==> src/sv/mwpm_pkg.sv <==
// Package for the max-weight perfect matching block: sizes, value types,
// sequencer states and the weight memory write request.
// No dependencies.
`default_nettype none

package mwpm_pkg;

   localparam int MAX_VERTICES = 16;
   localparam int WEIGHT_BITS  = 16;
   localparam int LABEL_BITS   = 24;
   localparam int SLACK_BITS   = LABEL_BITS + 1;
   localparam int VID_BITS     = $clog2(MAX_VERTICES);
   localparam int CNT_BITS     = $clog2(MAX_VERTICES + 1);
   localparam int EDGE_SLOTS   = MAX_VERTICES * MAX_VERTICES;
   localparam int ADDR_BITS    = 2 * VID_BITS;

   typedef logic [VID_BITS-1:0]           vid_type;
   typedef logic [CNT_BITS-1:0]           cnt_type;
   typedef logic [ADDR_BITS-1:0]          addr_type;
   typedef logic signed [WEIGHT_BITS-1:0] weight_type;
   typedef logic signed [LABEL_BITS-1:0]  label_type;
   typedef logic signed [SLACK_BITS-1:0]  slack_type;

   typedef struct packed {
      logic       en;
      addr_type   addr;
      weight_type data;
   } wr_req_type;

   typedef enum logic [3:0] {
      ST_IDLE,
      ST_INIT,
      ST_ROOT,
      ST_CLEAR,
      ST_SLACK,
      ST_BFS_POP,
      ST_BFS,
      ST_DELTA,
      ST_ADJUST,
      ST_SCAN,
      ST_PATH,
      ST_EMIT,
      ST_FAIL
   } state_type;

endpackage

`default_nettype wire

==> src/sv/mwpm_weight_ram.sv <==
// Edge weight memory: one write port, one registered read port.
// Depends on mwpm_pkg.
`default_nettype none

module mwpm_weight_ram import mwpm_pkg::*; (
   input  logic       clock,
   input  wr_req_type wr_req,
   input  addr_type   rd_addr,
   output weight_type rd_data
);

   weight_type mem [EDGE_SLOTS];
   weight_type rd_data_ff;

   always_ff @(posedge clock) begin
      if (wr_req.en) begin
         mem[wr_req.addr] <= wr_req.data;
      end
      rd_data_ff <= mem[rd_addr];
   end

   assign rd_data = rd_data_ff;

endmodule

`default_nettype wire

==> config.mk <==
export PLATFORM = sky130hd
export DESIGN_NAME = mwpm_weight_ram
export DESIGN_NICKNAME = d
export VERILOG_FILES = /design/src/sv/mwpm_pkg.sv /design/src/sv/mwpm_weight_ram.sv
export SDC_FILE = /design/constraint.sdc
export NUM_CORES = 2
export LEC_CHECK = 0
export BUFFER_PORTS_ARGS = -buffer_cell sky130_fd_sc_hd__buf_2
export CORE_UTILIZATION = 35
export CTS_CLUSTER_SIZE = 20
export DETAILED_ROUTE_END_ITERATION = 10
export MAX_ROUTING_LAYER = met4
export PLACE_DENSITY = 0.46
export SETUP_SLACK_MARGIN = 0.5
export SYNTH_ARGS = -nofsm -noshare
export SYNTH_HDL_FRONTEND = slang
export SYNTH_SLANG_ARGS = --single-unit
==> constraint.sdc <==
create_clock -name clock -period 2.45 [get_ports clock]
set_input_delay 0 -clock clock [delete_from_list [all_inputs] [get_ports clock]]
set_output_delay 0 -clock clock [all_outputs]
set_load 0.01 [all_outputs]
==> summary.md <==
## Status
- finished, violations left — outcome
- setup timing — failing checks

## Finish
- 8542 — Nets
- 123000 sq um — Storage cell area
- 32.9% — layout cells sized above 1
- 39100 — Filler cells
- 20.1% — Area growth, synth to finish
- 191000 sq um — final std cell area, no fill
- 34300 sq um — area occupied by multi-input gates

## STA
- 0 — number of slew-limit violations in the final report
- 3 — endpoints failing setup
- 0.0709 ns — Worst Clk Skew
- 384 MHz — top achievable clock speed
- 106% — ratio of final minimum period to clock period
- 2.60 ns — post-layout min period
- true — unrepaired setup endpoints after global routing
- 29.5% — headroom to the max-slew limit
- -0.155 ns — Final WS setup
- 0 — count of endpoints failing hold in the final timing report
- 1.05 ns — transition time at the pin with the least slew margin

## Setup path
- flip-flop to flip-flop — WS Path Type
- sky130_fd_sc_hd__buf_4 — cell with the most instances on the worst path
- 1 — largest fanout on the critical path
- 3.46 ns — arrival time at the worst endpoint
- flip-flop — endpoint type of the worst setup path
- sky130_fd_sc_hd__mux4_2 — library cell contributing the largest single delay on the critical path
- 3.30 ns — Required @ worst endpoint
- 0.50 ns — longest individual stage delay on the worst path
- flip-flop — launching element type of the critical path
- compound AO/OA/AOI/OAI gates — gate family responsible for the most delay along the worst path
- mux4_2 > mux2_4 > a221oi_4 > o31ai_4 > buf_4 > o32ai_4 > buf_4 > nor4_2 — critical path cell sequence
- 2 — number of buffer and inverter instances along the worst setup path

## Route
- 5.44 — mean number of vias per cell
- 0 — number of routed nets with antenna violations
- 0 — remaining design rule violation count
- 80700 — vias after detailed routing
- 8155 — detailed router's first-iteration violation count
- 481000 um — final WL
- 8 — First-pass DRT Iterations
- 32.4 um — average routed wire per standard cell

## Synthesis
- sky130_fd_sc_hd__edfxtp_1 — cell with the most instances after synthesis
- sky130_fd_sc_hd__edfxtp_1 — Most used DFF post-synth
- 4112 — total of flip-flops plus latches after synthesis
- 159000 sq um — area of the mapped netlist
- 0% — ys async rst share
- 7360 — Cells after Synth
- 77.5% — fraction of post-synthesis cell area in the top cell type by area
- sky130_fd_sc_hd__edfxtp_1 — cell type contributing the most total cell area after synthesis
- sky130_fd_sc_hd__edfxtp_1 (4096), sky130_fd_sc_hd__mux4_2 (797), sky130_fd_sc_hd__mux2i_1 (565) — most numerous cell types in the synthesized netlist
- sky130_fd_sc_hd__edfxtp_1 (77%), sky130_fd_sc_hd__mux4_2 (11%), sky130_fd_sc_hd__mux2i_1 (3.6%), sky130_fd_sc_hd__o221ai_1 (1.4%), sky130_fd_sc_hd__nor2_1 (0.72%) — largest cells by area after synthesis
- 77.7% — share of the yosys chip area belonging to registers
- 0 — warnings from Yosys
- 4096 — count of flip-flops with a built-in enable after synthesis
- 52 — post-synth cell types
- 7394 — number of nets produced by synthesis
- 21.6 sq um — Post-Synthesis Mean Instance Area

## Clock network
- 445 — TritonCTS Buffers
- 4112 — number of sinks driven by the clock tree
- 5 — H-tree depth
- built — TritonCTS clock tree
- 4 — CTS Buffer Depth
- 1.00 ns — clock latency at the later pin of the worst-skew pair
- 0.06 ns — clock slew at reported path FFs
- sky130_fd_sc_hd__clkbuf_16 — root buffer selected by CTS

## Pwr
- 61.4 nW — leakage power total
- 5.8% — portion of total power attributed to combinational logic
- 0.617 mV — worst voltage drop across the vdd grid
- 22.0% — switching share of power
- 51.1% — sequential share of power
- 33.5 mW — net load switching power
- 43.1% — clock network fraction of design power
- 119 mW — design internal power
- 798 nW/um^2 — total power per unit cell area
- 152 mW — overall power after layout

## GRT
- 21.5% — total routing usage reported by global routing
- 27 — number of antenna violations at the first check in global routing
- 81300 — via count of the first global-routing pass
- 0 — overflow left after global routing
- 666000 um — first-pass GRT wire length
- 111 — largest net degree at the start of global routing

## Placement
- 0.838 — Routability Congestion
- 301000 um — half-perimeter wire length after detailed placement
- 175000 sq um — placed standard-cell area
- 49 — number of buffers inserted by port buffering

## Worst hold path
- input port to flip-flop — Tightest Hold Check Type

## Floorplan
- 450000 sq um — placeable core region
- 456000 sq um — Total Die Area
- 246 — number of placement rows
- 50 — I/O pin cnt
- 675 um — Die X
- 35.2% — Initial Util
- 675 um — Chip Height

## Flow run
- 0 — count of maximum capacitance violations

## cell families (layout without fill, tap and decap cells)
| logic type | after synthesis | after routing | share of synthesized area (%) |
|---|---|---|---|
| mux | 1450 | 1450 | 15.5 |
| simple gates | 556 | 556 | 1.57 |
| compound gates | 786 | 786 | 3.54 |
| flops | 4112 | 4112 | 77.7 |
| buf+inv | 456 | 1975 | 1.69 |
| other cells | 0 | 9 | 0 |
## registers in the layout (all words and copies together), names as in the netlist
name / flops
rd_data: 16
mem: 4096
## power groups by stage
stage | Sequential, mW | Combinational (mW) | Clock [mW]
after CTS | 77.7 | 8.91 | 66.9
after floorplan | 79.1 | 3.90 | 0
after global placement | 79.2 | 8.52 | 0
final | 77.7 | 8.89 | 65.5
after global routing | 77.7 | 9.32 | 69.3
after detailed placement | 79.2 | 8.61 | 0
## area by class of cell
cell class / count / share of cell area (%)
inverter: 4 / 0.0144
clock buffer: 550 / 6.11
clock inverter: 268 / 1.32
antenna: 9 / 0.0118
sequential: 4112 / 64.7
tap: 5952 / 3.91
multi-input combinational: 2792 / 18.0
timing repair buffer: 1153 / 5.94
## worst register-to-register path, stage by stage (launching register included)
cell	delay [ns]
sky130_fd_sc_hd__edfxtp_1	0.35
sky130_fd_sc_hd__mux4_2	0.50
sky130_fd_sc_hd__mux2_4	0.31
sky130_fd_sc_hd__a221oi_4	0.40
sky130_fd_sc_hd__o31ai_4	0.25
sky130_fd_sc_hd__buf_4	0.21
sky130_fd_sc_hd__o32ai_4	0.22
sky130_fd_sc_hd__buf_4	0.20
sky130_fd_sc_hd__nor4_2	0.04
## what timing repair did
item,in CTS,in global routing
pin swaps,28,21
cloned,1,0
setup buffers,0,0
setup endpoints to repair,18,318
hold buffers,49,1
endpoints found under the hold margin,4803,21
gates resized for setup,121,84
## final timing paths
check	start	end	slack (ns)	cells past startpoint
min reg2reg	mem[104][14]	rd_data[14]	1.09	6
max reg2reg	mem[139][7]	rd_data[7]	-0.15	8
max	mem[139][7]	rd_data[7]	-0.15	8
min	wr_req[12]	mem[148][12]	0.08	2
## stage by stage
stage / util (%) / setup TNS (ns) / worst slack [ns] / std cells / hold slack, ns
after global placement: 38.8 / -16.34 / -1.80 / 14000 / 0.368
after floorplan: - / 0 / 0.285 / 7360 / 0.0989
after global routing: 42.3 / -0.269 / -0.200 / 14800 / 0.0743
after detailed placement: 38.8 / -16.30 / -1.70 / 14000 / 0.368
final: 42.3 / -0.239 / -0.155 / 14800 / 0.0838
after CTS: 42.2 / -0.201 / -0.139 / 14800 / 0.00810
## layer usage
metal	vias to the layer above	track usage, %	part of all wire, %
met3	559	2.48	5.3
met2	2381	34.4	49
met4	0	5.08	2.5
met1	44100	29.5	44
li1	33700	-	-
met5	-	-	0
## cells in the final DEF (no fill, tap or decap), drive strengths merged, types with 49 or more instances in the layout
master and count:
clkinv 211, mux2i 565, buf 1102, mux4 797, nor3 92, o221ai 253, a21oi 175, dlygate4sd3 49
clkbuf 550, mux2 88, o22ai 148, edfxtp 4096, nor2 304
Power figures use the tool's default switching activity.
